## config.mk

```make
export PLATFORM = sky130hd
export DESIGN_NAME = crc16_frame_append_check
export DESIGN_NICKNAME = d
export VERILOG_FILES = /design/src/crc16fa_pkg.sv /design/src/crc16fa_front.sv /design/src/crc16fa_queue.sv /design/src/crc16fa_back.sv /design/src/crc16_frame_append_check.sv
export SDC_FILE = /design/constraint.sdc
export NUM_CORES = 1
export LEC_CHECK = 0
export BUFFER_PORTS_ARGS = -buffer_cell sky130_fd_sc_hd__buf_2
export CAP_MARGIN = 20
export CORE_UTILIZATION = 35
export DETAILED_ROUTE_END_ITERATION = 8
export HOLD_SLACK_MARGIN = 0.03
export SLEW_MARGIN = 40
export SYNTH_ARGS = -nofsm -noshare
export SYNTH_HDL_FRONTEND = slang
export SYNTH_SLANG_ARGS = --single-unit
```

## constraint.sdc

```tcl
create_clock -name clk -period 8.5 [get_ports clk]
set_input_delay 0 -clock clk [delete_from_list [all_inputs] [get_ports clk]]
set_output_delay 0 -clock clk [all_outputs]
set_load 0.05 [all_outputs]
```

## src/crc16fa_pkg.sv

```systemverilog
// ----------------------------------------------------------------------------
// crc16fa_pkg
// Shared types, codes and the byte-wide CRC-16 update for the frame
// append/check block.
// ----------------------------------------------------------------------------
package crc16fa_pkg;

	// CRC-16 (reflected, poly 0x8005 -> 0xA001), init all ones, no final xor
	localparam logic [15:0] CRC_INIT = 16'hFFFF;
	localparam logic [15:0] CRC_POLY = 16'hA001;

	// Operation field
	localparam logic OP_APPEND = 1'b0;
	localparam logic OP_CHECK  = 1'b1;

	// Job codes passed from front to back
	localparam logic [1:0] JOB_ECHO    = 2'd0;  // echo byte only
	localparam logic [1:0] JOB_APPEND  = 2'd1;  // echo byte, then CRC low, CRC high
	localparam logic [1:0] JOB_VERDICT = 2'd2;  // check verdict only

	// Result kinds
	localparam logic [1:0] KIND_DATA    = 2'd0;
	localparam logic [1:0] KIND_CRC     = 2'd1;
	localparam logic [1:0] KIND_VERDICT = 2'd2;

	// Result phase within one job
	localparam logic [1:0] PH_FIRST = 2'd0;
	localparam logic [1:0] PH_LOW   = 2'd1;
	localparam logic [1:0] PH_HIGH  = 2'd2;

	typedef struct packed {
		logic [1:0]  code;
		logic [7:0]  data;
		logic [15:0] crc;
		logic        good;
	} job_t;

	// Eight reflected shift steps for one byte
	function automatic logic [15:0] crc_feed(input logic [15:0] crc_in,
		input logic [7:0] data);
		logic [15:0] c;
		c = crc_in ^ {8'h00, data};
		for (int k = 0; k < 8; k++) begin
			if (c[0]) begin
				c = (c >> 1) ^ CRC_POLY;
			end else begin
				c = c >> 1;
			end
		end
		return c;
	endfunction

endpackage

```

## src/crc16fa_front.sv

```systemverilog
// ----------------------------------------------------------------------------
// crc16fa_front
// Accepts frame bytes, runs the CRC and byte count, and turns each item
// into a job for the back end (or drops it when it yields no result).
// ----------------------------------------------------------------------------
module crc16fa_front (
	input  logic                clk,
	input  logic                arst_n,
	input  logic                in_valid,
	output logic                in_stall,
	input  logic [7:0]          data_byte,
	input  logic                end_of_frame,
	input  logic                operation,
	input  logic                q_full,
	output logic                push,
	output crc16fa_pkg::job_t   push_job
);
	import crc16fa_pkg::*;

	logic [15:0] crc_q;
	logic [1:0]  bytes_seen_q;
	logic        accept;
	logic [15:0] crc_next;

	assign in_stall = q_full;
	assign accept   = in_valid && !in_stall;
	assign crc_next = crc_feed(crc_q, data_byte);

	// check bytes before the last one produce nothing
	assign push = accept && ((operation == OP_APPEND) || end_of_frame);

	// classify the item
	always_comb begin
		push_job.data = data_byte;
		push_job.crc  = crc_next;
		push_job.good = (bytes_seen_q != 2'd0) && (crc_next == 16'h0000);
		if (operation == OP_CHECK) begin
			push_job.code = JOB_VERDICT;
		end else if (end_of_frame) begin
			push_job.code = JOB_APPEND;
		end else begin
			push_job.code = JOB_ECHO;
		end
	end

	// running CRC and saturating byte count, cleared at end of frame
	always_ff @(posedge clk or negedge arst_n) begin
		if (!arst_n) begin
			crc_q        <= CRC_INIT;
			bytes_seen_q <= 2'd0;
		end else if (accept) begin
			if (end_of_frame) begin
				crc_q        <= CRC_INIT;
				bytes_seen_q <= 2'd0;
			end else begin
				crc_q <= crc_next;
				if (bytes_seen_q != 2'd3) begin
					bytes_seen_q <= bytes_seen_q + 2'd1;
				end
			end
		end
	end

endmodule

```

## src/crc16fa_queue.sv

```systemverilog
// ----------------------------------------------------------------------------
// crc16fa_queue
// Small job FIFO between the front and back ends.
// ----------------------------------------------------------------------------
module crc16fa_queue #(
	parameter int DEPTH = 4
) (
	input  logic                clk,
	input  logic                arst_n,
	input  logic                push,
	input  crc16fa_pkg::job_t   push_job,
	output logic                full,
	input  logic                pop,
	output logic                empty,
	output crc16fa_pkg::job_t   head_job
);
	import crc16fa_pkg::*;

	localparam int PTR_W = (DEPTH > 1) ? $clog2(DEPTH) : 1;
	localparam int CNT_W = $clog2(DEPTH + 1);

	job_t             mem_q [DEPTH];
	logic [PTR_W-1:0] wr_ptr_q;
	logic [PTR_W-1:0] rd_ptr_q;
	logic [CNT_W-1:0] count_q;
	logic             do_push;
	logic             do_pop;

	assign full     = (count_q == CNT_W'(DEPTH));
	assign empty    = (count_q == '0);
	assign do_push  = push && !full;
	assign do_pop   = pop && !empty;
	assign head_job = mem_q[rd_ptr_q];

	// storage
	always_ff @(posedge clk) begin
		if (do_push) begin
			mem_q[wr_ptr_q] <= push_job;
		end
	end

	// pointers and fill count
	always_ff @(posedge clk or negedge arst_n) begin
		if (!arst_n) begin
			wr_ptr_q <= '0;
			rd_ptr_q <= '0;
			count_q  <= '0;
		end else begin
			if (do_push) begin
				wr_ptr_q <= (wr_ptr_q == PTR_W'(DEPTH - 1)) ? '0 : wr_ptr_q + 1'b1;
			end
			if (do_pop) begin
				rd_ptr_q <= (rd_ptr_q == PTR_W'(DEPTH - 1)) ? '0 : rd_ptr_q + 1'b1;
			end
			if (do_push && !do_pop) begin
				count_q <= count_q + 1'b1;
			end else if (do_pop && !do_push) begin
				count_q <= count_q - 1'b1;
			end
		end
	end

endmodule

```

## src/crc16fa_back.sv

```systemverilog
// ----------------------------------------------------------------------------
// crc16fa_back
// Expands each job into its results (one, or three for an appended CRC)
// and holds them in the output register.
// ----------------------------------------------------------------------------
module crc16fa_back (
	input  logic                clk,
	input  logic                arst_n,
	input  logic                q_empty,
	input  crc16fa_pkg::job_t   head_job,
	output logic                pop,
	output logic                out_valid,
	input  logic                out_stall,
	output logic [7:0]          out_byte,
	output logic [1:0]          item_kind,
	output logic                crc_good,
	output logic [15:0]         crc_value,
	output logic                last_of_run
);
	import crc16fa_pkg::*;

	logic        out_valid_q;
	logic [7:0]  out_byte_q;
	logic [1:0]  item_kind_q;
	logic        crc_good_q;
	logic [15:0] crc_value_q;
	logic        last_q;
	logic [1:0]  phase_q;

	logic        load;
	logic [7:0]  res_byte;
	logic [1:0]  res_kind;
	logic        res_good;
	logic        res_last;

	assign load = !q_empty && (!out_valid_q || !out_stall);
	assign pop  = load && res_last;

	// result for the current job and phase
	always_comb begin
		res_byte = head_job.data;
		res_kind = KIND_DATA;
		res_good = 1'b0;
		res_last = 1'b1;
		unique case (head_job.code)
			JOB_ECHO: begin
				res_last = 1'b1;
			end
			JOB_APPEND: begin
				case (phase_q)
					PH_FIRST: begin
						res_last = 1'b0;
					end
					PH_LOW: begin
						res_byte = head_job.crc[7:0];
						res_kind = KIND_CRC;
						res_last = 1'b0;
					end
					default: begin
						res_byte = head_job.crc[15:8];
						res_kind = KIND_CRC;
						res_last = 1'b1;
					end
				endcase
			end
			JOB_VERDICT: begin
				res_byte = 8'h00;
				res_kind = KIND_VERDICT;
				res_good = head_job.good;
			end
			default: begin
				res_last = 1'b1;
			end
		endcase
	end

	// phase sequencer and output register control
	always_ff @(posedge clk or negedge arst_n) begin
		if (!arst_n) begin
			out_valid_q <= 1'b0;
			phase_q     <= PH_FIRST;
		end else begin
			if (load) begin
				out_valid_q <= 1'b1;
				phase_q     <= res_last ? PH_FIRST : phase_q + 2'd1;
			end else if (!out_stall) begin
				out_valid_q <= 1'b0;
			end
		end
	end

	// output payload
	always_ff @(posedge clk) begin
		if (load) begin
			out_byte_q  <= res_byte;
			item_kind_q <= res_kind;
			crc_good_q  <= res_good;
			crc_value_q <= head_job.crc;
			last_q      <= res_last;
		end
	end

	assign out_valid   = out_valid_q;
	assign out_byte    = out_byte_q;
	assign item_kind   = item_kind_q;
	assign crc_good    = crc_good_q;
	assign crc_value   = crc_value_q;
	assign last_of_run = last_q;

endmodule

```

## src/crc16_frame_append_check.sv

```systemverilog
// ----------------------------------------------------------------------------
// crc16_frame_append_check
// CRC-16/MODBUS frame appender and checker, one byte per item.
// ----------------------------------------------------------------------------
// Takes one frame byte per cycle while in_stall is low. The front end updates
// the CRC (eight unrolled shift steps) and queues a job; the back end emits one
// result per cycle from its output register while out_stall is low. Append
// frames echo each byte and follow the final byte with the CRC low then high
// byte; check frames give one verdict on the final byte, with crc_value holding
// the residue. Sustained rate is one item per cycle, except that a final append
// byte yields three results, so the output side sets the pace there: in_stall
// rises only when the QUEUE_DEPTH job queue is full.
// ----------------------------------------------------------------------------
module crc16_frame_append_check #(
	parameter int QUEUE_DEPTH = 4
) (
	input  logic        clk,
	input  logic        arst_n,
	input  logic        in_valid,
	output logic        in_stall,
	input  logic [7:0]  data_byte,
	input  logic        end_of_frame,
	input  logic        operation,
	output logic        out_valid,
	input  logic        out_stall,
	output logic [7:0]  out_byte,
	output logic [1:0]  item_kind,
	output logic        crc_good,
	output logic [15:0] crc_value,
	output logic        last_of_run
);
	import crc16fa_pkg::*;

	logic q_full;
	logic q_empty;
	logic push;
	logic pop;
	job_t push_job;
	job_t head_job;

	// byte intake and classification
	crc16fa_front u_front (
		.clk          (clk),
		.arst_n       (arst_n),
		.in_valid     (in_valid),
		.in_stall     (in_stall),
		.data_byte    (data_byte),
		.end_of_frame (end_of_frame),
		.operation    (operation),
		.q_full       (q_full),
		.push         (push),
		.push_job     (push_job)
	);

	// job queue
	crc16fa_queue #(
		.DEPTH (QUEUE_DEPTH)
	) u_queue (
		.clk      (clk),
		.arst_n   (arst_n),
		.push     (push),
		.push_job (push_job),
		.full     (q_full),
		.pop      (pop),
		.empty    (q_empty),
		.head_job (head_job)
	);

	// result sequencing
	crc16fa_back u_back (
		.clk         (clk),
		.arst_n      (arst_n),
		.q_empty     (q_empty),
		.head_job    (head_job),
		.pop         (pop),
		.out_valid   (out_valid),
		.out_stall   (out_stall),
		.out_byte    (out_byte),
		.item_kind   (item_kind),
		.crc_good    (crc_good),
		.crc_value   (crc_value),
		.last_of_run (last_of_run)
	);

endmodule
```

==> impl_results.md, run 1 <==
* Result of the run: finished clean
* Worst Reg2Reg Path Length in Cells at 11
* Vias in the first global route at 3604
* Final cell count without fillers at 680
* HPWL reported at the end of detailed placement at 8.08 mm
* Final-stage net count at 467
* Diode count at 0
* Data required time at the worst endpoint at 8.66 ns
* Number of DRC violations after detailed-routing iteration 0 at 203
* Global-route usage over all layers at 14.7%
* Clock tree from TritonCTS: built
* Cell taking the most area after synthesis: edfxtp_1
* Number of hold-repair buffers added at the cts stage at 12
* Worst slew margin relative to its limit at 46.1%
* Drt first pass iters at 4
* Portion of the post-synthesis area used by sequential elements at 72.7%
* Instance count of the mapped netlist at 372
* Post-synthesis share of cell area spent on xor and xnor gates at 4.67%
* Capture point of the worst reg-to-reg path: u_queue.mem_q[3][0]$_DFFE_PP_
* Critical Path End: u_queue.mem_q[3][0]$_DFFE_PP_
* Inserted Clock Buffers at 17
* Largest buffer count on any clock path at 2
* Area of the core at 0.0182 mm2
* Compound-cell area share of the yosys netlist at 3.69%
* Vias at 3383
* Hold WC Path Type: input port to flop
* Max-cap violation count at 0
* Clock-pin transition on the worst setup and hold timing paths at 0.06 ns
* Fraction of final layout cells sized beyond drive strength 1 at 29.9%
* H-tree levels at 4
* Total of endpoints with negative setup slack in the final report at 0
* IO Count at 44
* Adder and majority gate portion of the synthesized area at 2.95%
* Number of buffers inserted by port buffering at 43
* Post-Synthesis Cell Area at 0.00661 mm2
* WL/cell at 19.0 um
* Max Slew Vio Count at 0
* Critical path launch point type: flop
* Most frequent cell after synthesis: edfxtp_1
* Synthesized net count at 401
* Area Growth Syn to Fin at 19.0%
* Period minus WS final at 3.44 ns
* Internal reg-to-reg setup slack at 5.06 ns
* Antenna violations before repair at 0
* Largest family of logic cells by synthesized area: multiplexers
* Count of warnings emitted by yosys at 0
* Total Neg Setup Slack at 0 ns
* Post-CTS Setup Inserts at 0
* Startpoint of the most critical register-to-register path: u_front.crc_q[2]$_DFFE_PN1P_
* Synth Flop Type: edfxtp_1
* Distinct cell type count of the synthesized netlist at 35
* Final Hold Violating Endpoints at 0
* Post-Route Skew at 0.00820 ns
* Clock sink total at 164
* Initial standard-cell utilization of the core at 36.3%
* Slew of the pin with the lowest slew margin at 0.808 ns
* Multiplexer area fraction after synthesis at 9.54%
* WL final at 12.9 mm
* Unrepaired setup endpoints after global routing: false
* Overall die area at 0.0194 mm2
* Worst Hold Launch: in_valid
* Nature of the critical path endpoint: flop
* Clock Latency Late Sink at 0.42 ns
* Remaining global-route overflow at 0
* Synth Area in Simple Gates at 4.86%
* Number of antenna-violating nets in the routed design at 0
* Synth top area cells: edfxtp_1 (62%), mux4_2 (9.2%), dfstp_2 (6.4%)
* Cell row count at 49
* Share of the synthesized area in the top cell type at 61.8%
* Post-CTS sizing at 0
* Top cells by instance count after synthesis: edfxtp_1 (136), mux4_2 (27), nand2_1 (26)
* Data arrival time at the worst-slack endpoint at 3.60 ns
* Maximum frequency from static timing analysis at 291 MHz
* Number of flip-flops and latches in the synthesized netlist at 164
* Critical Path Start: u_front.crc_q[2]$_DFFE_PN1P_
* Worst-case setup margin in the final layout at 5.06 ns
* Worst setup path class: flop to flop
* Count of placed standard cells including taps at 636
* Global-route wire length before repair at 20.8 mm
* Maximum number of pins on one net before global-route repair at 34
* Vertical extent of the die at 139 um
* Period utilisation layout at 40.5%
* DRC violations left at 0
* Die outline width at 139 um
* Synthesized area per cell at 17.8 um2
* Share of async-settable or async-resettable flops after synthesis at 17.1%
* Weighted congestion reported at the end of routability-driven placement at 0.762
* Maximum fanout along the worst path at 8
* Via density per instance at 4.98
* Number of enable flip-flop cells after synthesis at 136
* Worst setup timing slack at the placement stage at 5.12 ns
* Root buffer cell: clkbuf_16
worst min-delay path by stage:
stage,to,depth (start not counted)
CTS,u_front.crc_q[5]$_DFFE_PN1P_,5
detailed placement,u_back.phase_q[1]$_DFFE_PN0P_,1
global route,u_front.crc_q[10]$_DFFE_PN1P_,5
global placement,u_back.phase_q[1]$_DFFE_PN0P_,1
floorplan,u_back.out_valid$_DFFE_PN0P_,0
finish,u_front.crc_q[5]$_DFFE_PN1P_,5
cells in the final DEF (no fill, tap or decap), types with 4 or more instances in the layout:
master         Yosys  layout
nor2_1            18      17
mux4_2            27      27
nand2b_1           4       4
a22oi_1            8       8
xnor2_1           12      12
inv_1             16      16
bufinv_16          0       5
xor2_1             4       4
o21ai_1           13      13
nor3_1             7       7
clkbuf_16          0      17
edfxtp_1         136     136
ha_1              14      14
dfrtp_1           12      11
xnor2_2            8       8
nand2_1           26      26
dfstp_2           16      16
o21ai_0            7       7
dlygate4sd3_1      0      12
a21oi_1            9       8
buf_2              5      43
worst max-delay path, stage by stage (launching register included):
cell and delay [ns]:
dfstp_2 0.55, xnor2_2 0.15, xor2_2 0.35, xnor2_2 0.18, xnor2_1 0.49, inv_1 0.10, ha_1 0.49, xor2_1 0.38
nor3_1 0.09, nand4b_1 0.11, nor3_1 0.05, and3_1 0.24
flip-flops by register name, summed over array words and instances, names as in the netlist, 2 cells and up:
signal                count
u_queue.mem_q           108
u_back.crc_value         16
u_front.crc_q            16
u_back.out_byte           8
u_queue.count_q           3
u_back.item_kind          2
u_back.phase_q            2
u_front.bytes_seen_q      2
u_queue.rd_ptr_q          2
u_queue.wr_ptr_q          2
per-stage QoR:
step           instance area [um2]  utilization, %  hold WS (ns)
6_report                      7870            43.2         0.131
4_1_cts                       7870            43.2         0.110
3_3_place_gp                  7110            39.0        0.0839
5_1_grt                       7870            43.2         0.139
3_5_place_dp                  7110            39.1        0.0821
2_1_floorplan                 6610               -        -0.296
routing by layer:
metal  vias up  wire [um]  GRT usage (%)
li1       1545          -              -
met1      1762       5740           18.5
met2        54       6570           24.4
met3        22        356           3.13
met4         0        252           6.49
met5         -          0              0
layout make-up:
class	instances	area [um2]
clock buffers	17	425
clock inverters	15	211
fillers	1563	10300
inverters	16	60.1
multi-input cells	181	1720
flip-flops and latches	164	4810
well taps	229	287
repair buffers	58	358
cell families after synthesis:
family | Yosys count
DFF | 164
muxes | 29
adders and majority gates | 15
AOI/OAI and AO/OA | 42
and+or+nand+nor | 69
buffers and inverters | 27
xor gates and xnor gates | 26
Power of run 1 is not shown: default switching activity piles up to over one toggle a cycle in this logic, so the estimate is an artifact.
==> run 2, diff against run 1 <==
Clock period 8.5 ns to 3.21 ns, I/O delays scaled along.
==> run 2 against run 1 <==
Non-clock buffer count grew 15. Clock skew shrank 0.0028 ns. Sequential share of layout area shrank 0.76 points.
==> impl_results.md, run 2 (synthesized netlist as in run 1, its figures left out) <==
* Result of the run: finished clean
* WL final at 13.0 mm
* Final cell count without fillers at 695
* Worst slew margin relative to its limit at 54.5%
* Worst hold margin at 0.0608 ns
* Inserted Clock Buffers at 17
* Final-stage net count at 482
* Count of placed standard cells including taps at 651
* Slew of the pin with the lowest slew margin at 0.682 ns
* Via density per instance at 4.89
* Data required time at the worst endpoint at 3.37 ns
* Sequential cell area at 0.00481 mm2
* Worst path depth at 11
* Global-route wire length before repair at 20.5 mm
* Antenna violations before repair at 0
* Crit path largest cell delay at 0.55 ns
* Root buffer cell: clkbuf_16
* Critical Path Start: u_front.crc_q[4]$_DFFE_PN1P_
* Hold WC Path Type: input port to flop
* Number of filler instances in the final layout at 1584
* Area Growth Syn to Fin at 20.5%
* Post-CTS Setup Inserts at 0
* Slowest-stage cell, CP: dfstp_2
* Max-cap violation count at 0
* Critical path launch point type: flop
* Fraction of final layout cells sized beyond drive strength 1 at 31.5%
* Footprint of the multi-input gates at 0.00172 mm2
* Total Neg Setup Slack at 0 ns
* H-tree levels at 4
* Layout Utilization at 43.7%
* Cell row count at 49
* Period minus WS final at 2.91 ns
* Number of buffers and inverters on the critical path at 1
* Nature of the critical path endpoint: flop
* Clock Latency Late Sink at 0.42 ns
* Critical Path End: u_queue.mem_q[0][0]$_DFFE_PP_
* Most common cell after layout, fill and taps aside: edfxtp_1
* Startpoint of the most critical register-to-register path: u_front.crc_q[4]$_DFFE_PN1P_
* Clock sink total at 164
* Clock tree from TritonCTS: built
* Initial standard-cell utilization of the core at 36.3%
* Post-Route Skew at 0.00538 ns
* WL/cell at 18.6 um
* Post-CTS sizing at 0
* Largest buffer count on any clock path at 2
* Clock-pin transition on the worst setup and hold timing paths at 0.06 ns
* Remaining global-route overflow at 0
* IO Count at 44
* Maximum frequency from static timing analysis at 343 MHz
* Number of antenna-violating nets in the routed design at 0
* Cell family contributing the most delay on the critical path: XOR/XNOR gates
* Worst setup path class: flop to flop
* Critical path cell sequence: xnor2_2, xnor2_2, xnor2_1, xnor2_1, inv_1, ha_1, xor2_1, nor3_1, nand4b_1, nor3_1, and3_1
* HPWL reported at the end of detailed placement at 8.63 mm
* Capture point of the worst reg-to-reg path: u_queue.mem_q[0][0]$_DFFE_PP_
* Maximum fanout along the worst path at 8
* Data arrival time at the worst-slack endpoint at 3.08 ns
* Unrepaired setup endpoints after global routing: false
* Total of endpoints with negative setup slack in the final report at 0
* Worst Reg2Reg Path Length in Cells at 11
* Period utilisation layout at 90.7%
* Global-route usage over all layers at 14.5%
* Max Slew Vio Count at 0
* Drt first pass iters at 4
* Worst Hold Launch: in_valid
* Most frequent cells in the layout: edfxtp_1 (136), buf_2 (43), mux4_2 (27)
* Final Hold Violating Endpoints at 0
* Vias at 3397
* Vias in the first global route at 3576
* Number of buffers inserted by port buffering at 43
* Top reg by flops: u_queue.mem_q
* Maximum number of pins on one net before global-route repair at 33
* Number of DRC violations after detailed-routing iteration 0 at 206
* DRC violations left at 0
* Diode count at 0
* Number of flip-flops in the largest register at 108
* Overall die area at 0.0194 mm2
* Area of the core at 0.0182 mm2
* Number of hold-repair buffers added at the cts stage at 12
* Weighted congestion reported at the end of routability-driven placement at 0.778
* Internal reg-to-reg setup slack at 0.30 ns
* Die outline width at 139 um
* Vertical extent of the die at 139 um
-- run 2: cell types whose count changed in the layout (fill, tap and decap cells not counted), sizes merged --
cell | before | now
buf | 46 | 61
clkbuf | 17 | 19
bufinv | 5 | 4
clkinv | 6 | 5
-- run 2: layout make-up --
| cell class | instances | area share (%) |
|---|---|---|
| sequential | 164 | 60.3 |
| multi-input combinational | 181 | 21.6 |
| timing repair buffer | 73 | 5.91 |
| clock buffer | 19 | 5.56 |
| tap | 229 | 3.60 |
| clock inverter | 13 | 2.29 |
| inverter | 16 | 0.754 |
-- run 2: layer usage --
layer	routed length, um	global-route usage [%]	part of all wire (%)	vias to the layer above
met5	0	0	0	-
met4	188	6.14	1.5	0
met1	5850	18.2	45	1736
met2	6410	24.2	49	65
li1	-	-	-	1582
met3	505	3.37	3.9	14
-- run 2: per-stage QoR --
stage | setup WS, ns | area, um2
floorplan | 0.127 | 6620
CTS | 0.285 | 7970
global placement | 0.465 | 7220
finish | 0.297 | 7970
detailed placement | 0.287 | 7220
global route | 0.0703 | 7970
-- run 2: how the worst min path moves through the flow --
stage                                     to  slack, ns  depth (start not counted)
2_1_floorplan   u_back.out_valid$_DFFE_PN0P_      -0.30                          0
3_3_place_gp   u_back.phase_q[1]$_DFFE_PN0P_       0.07                          1
3_5_place_dp   u_back.phase_q[1]$_DFFE_PN0P_       0.07                          1
4_1_cts         u_front.crc_q[3]$_DFFE_PN1P_       0.06                          5
5_1_grt         u_front.crc_q[3]$_DFFE_PN1P_       0.08                          5
6_report        u_front.crc_q[3]$_DFFE_PN1P_       0.06                          5
-- run 2: worst reg2reg max path, delay by kind of cell (launching register included) --
family / cells / cell delay [ns]
and+or+nand+nor: 4 / 0.45
DFF: 1 / 0.55
adders and majority gates: 1 / 0.43
buffers and inverters: 1 / 0.07
xor gates and xnor gates: 5 / 1.17
Power of run 2 is left out for the same reason.
==> run 3, diff against run 2 <==
Settings changed: CORE_MARGIN set to 2.
Clock period 3.21 ns to 2.9 ns, I/O delays scaled along.
==> run 3 against run 2 <==
Clock skew up 0.0027 ns. Core utilization down 1.5 points. Sequential cell count is the same. Cell count up 0.58%. Final area down 1.2%. Critical path depth unchanged. Worst setup slack got worse by 0.17 ns. Count of clock-buffer cells in the layout did not move. Via count is 1.5% higher. Global-route usage is 0.42 points lower. Critical endpoint is now u_queue.mem_q[3][0]$_DFFE_PP_.
==> impl_results.md, run 3 (synthesized netlist as in run 1, its figures left out) <==
* HPWL reported at the end of detailed placement at 8.48 mm
* Root buffer cell: clkbuf_16
* Nature of the critical path endpoint: flop
* Startpoint of the most critical register-to-register path: u_front.crc_q[1]$_DFFE_PN1P_
* Total Neg Setup Slack at 0 ns
* Total of endpoints with negative setup slack in the final report at 0
* WL/cell at 18.7 um
* Number of filler instances in the final layout at 1676
* Internal reg-to-reg setup slack at 0.13 ns
* Post-Route Skew at 0.00810 ns
* Largest buffer count on any clock path at 2
* Clock sink total at 164
* Worst hold margin at 0.0623 ns
* Number of DRC violations after detailed-routing iteration 0 at 232
* Vias in the first global route at 3641
* Maximum number of pins on one net before global-route repair at 33
* Overall die area at 0.0200 mm2
* Cell area after layout at 0.00787 mm2
* Critical path cell sequence: xnor2_2, xor2_2, xnor2_2, xnor2_1, inv_1, ha_1, xor2_1, nor3_1, nand4b_1, nor3_1, and3_1
* Global-route usage over all layers at 14.1%
* Worst setup timing slack at the placement stage at 0.145 ns
* Vias at 3449
* Area of the core at 0.0186 mm2
* Inserted Clock Buffers at 17
* Data arrival time at the worst-slack endpoint at 2.93 ns
* Worst Hold Launch: in_valid
* Clock tree from TritonCTS: built
* Worst slew margin relative to its limit at 52.4%
* Fraction of final layout cells sized beyond drive strength 1 at 30.5%
* Global-route wire length before repair at 20.8 mm
* Initial standard-cell utilization of the core at 35.5%
* Cell count of the worst hold path at 5
* DRC violations left at 0
* Clock-pin transition on the worst setup and hold timing paths at 0.06 ns
* WL final at 13.1 mm
* Worst-case setup margin in the final layout at 0.129 ns
* Final-stage net count at 481
* Clock Latency Late Sink at 0.42 ns
* Maximum frequency from static timing analysis at 361 MHz
* Unrepaired setup endpoints after global routing: false
* Most frequent cells in the layout: edfxtp_1 (136), buf_2 (43), mux4_2 (27)
* Capture point of the worst reg-to-reg path: u_queue.mem_q[3][0]$_DFFE_PP_
* Top reg by flops: u_queue.mem_q
* Result of the run: finished clean
* Weighted congestion reported at the end of routability-driven placement at 0.779
* Data required time at the worst endpoint at 3.06 ns
* Number of antenna-violating nets in the routed design at 0
* Drt first pass iters at 5
* Number of flip-flops in the largest register at 108
* Cell row count at 50
* Hold WC Path Type: input port to flop
* Worst Reg2Reg Path Length in Cells at 11
* Via density per instance at 4.93
* Diode count at 0
* Critical path launch point type: flop
* Slew of the pin with the lowest slew margin at 0.714 ns
* Area Growth Syn to Fin at 19.0%
* Vertical extent of the die at 141 um
* Remaining global-route overflow at 0
* Max Slew Vio Count at 0
* Max-cap violation count at 0
* IO Count at 44
* Number of buffers inserted by port buffering at 43
* Final Hold Violating Endpoints at 0
* Period utilisation layout at 95.6%
* Most common cell after layout, fill and taps aside: edfxtp_1
* Capture endpoint of the worst hold path: u_front.crc_q[5]$_DFFE_PN1P_
* Antenna violations before repair at 0
* Die outline width at 141 um
* Crit path largest cell delay at 0.56 ns
* Slowest-stage cell, CP: dfstp_2
* Maximum fanout along the worst path at 6
* Worst setup path class: flop to flop
* H-tree levels at 4
* Total cell area at the placement stage at 0.00722 mm2
* Period minus WS final at 2.77 ns
## run 3: critical path, delay by kind of cell (launching register included)
family        cells  cell delay (ns)
xor+xnor          5             1.13
simple gates      4             0.44
fa+ha+maj         1             0.32
flops             1             0.56
buf+inv           1             0.08
## run 3: timing repair
action | CTS | global route
hold buffers | 12 | 0
setup buffers | 0 | 0
hold endpoints to repair | 59 | 0
setup endpoints to repair | 0 | 6
gates resized for setup | 0 | 2
## run 3: layer usage
layer / track usage [%] / up-vias / wire length, um
li1: - / 1574 / -
met1: 18.6 / 1771 / 5820
met2: 22.8 / 86 / 6460
met3: 3.17 / 18 / 555
met4: 5.68 / 0 / 236
met5: 0 / - / 0
## run 3: how the worst max path moves through the flow
stage | from | end | slack (ns) | cells after the start
6_report | u_front.crc_q[1]$_DFFE_PN1P_ | u_queue.mem_q[3][0]$_DFFE_PP_ | 0.13 | 11
5_1_grt | u_front.crc_q[2]$_DFFE_PN1P_ | u_queue.mem_q[3][0]$_DFFE_PP_ | 0.005 | 11
4_1_cts | u_queue.rd_ptr_q[0]$_DFFE_PN0P_ | u_queue.count_q[1]$_DFFE_PN0P_ | 0.13 | 8
3_5_place_dp | u_queue.rd_ptr_q[0]$_DFFE_PN0P_ | u_queue.count_q[1]$_DFFE_PN0P_ | 0.14 | 8
3_3_place_gp | u_queue.rd_ptr_q[0]$_DFFE_PN0P_ | u_queue.count_q[1]$_DFFE_PN0P_ | 0.21 | 8
2_1_floorplan | u_queue.rd_ptr_q[0]$_DFFE_PN0P_ | u_queue.count_q[1]$_DFFE_PN0P_ | 0.02 | 10
## run 3: final cells by class
class / count / area (um2) / area share (%)
clock buffer: 19 / 433 / 5.50
sequential: 164 / 4810 / 61.1
tap: 234 / 293 / 3.72
inverter: 16 / 60.1 / 0.763
clock inverter: 13 / 92.6 / 1.18
timing repair buffer: 72 / 463 / 5.88
multi-input combinational: 181 / 1720 / 21.9
## run 3: metrics by stage
stage	cells	utilization (%)
6_report	699	42.2
5_1_grt	699	42.2
4_1_cts	699	42.2
3_5_place_dp	655	38.7
3_3_place_gp	655	38.7
2_1_floorplan	372	-
Power of run 3 is left out for the same reason.
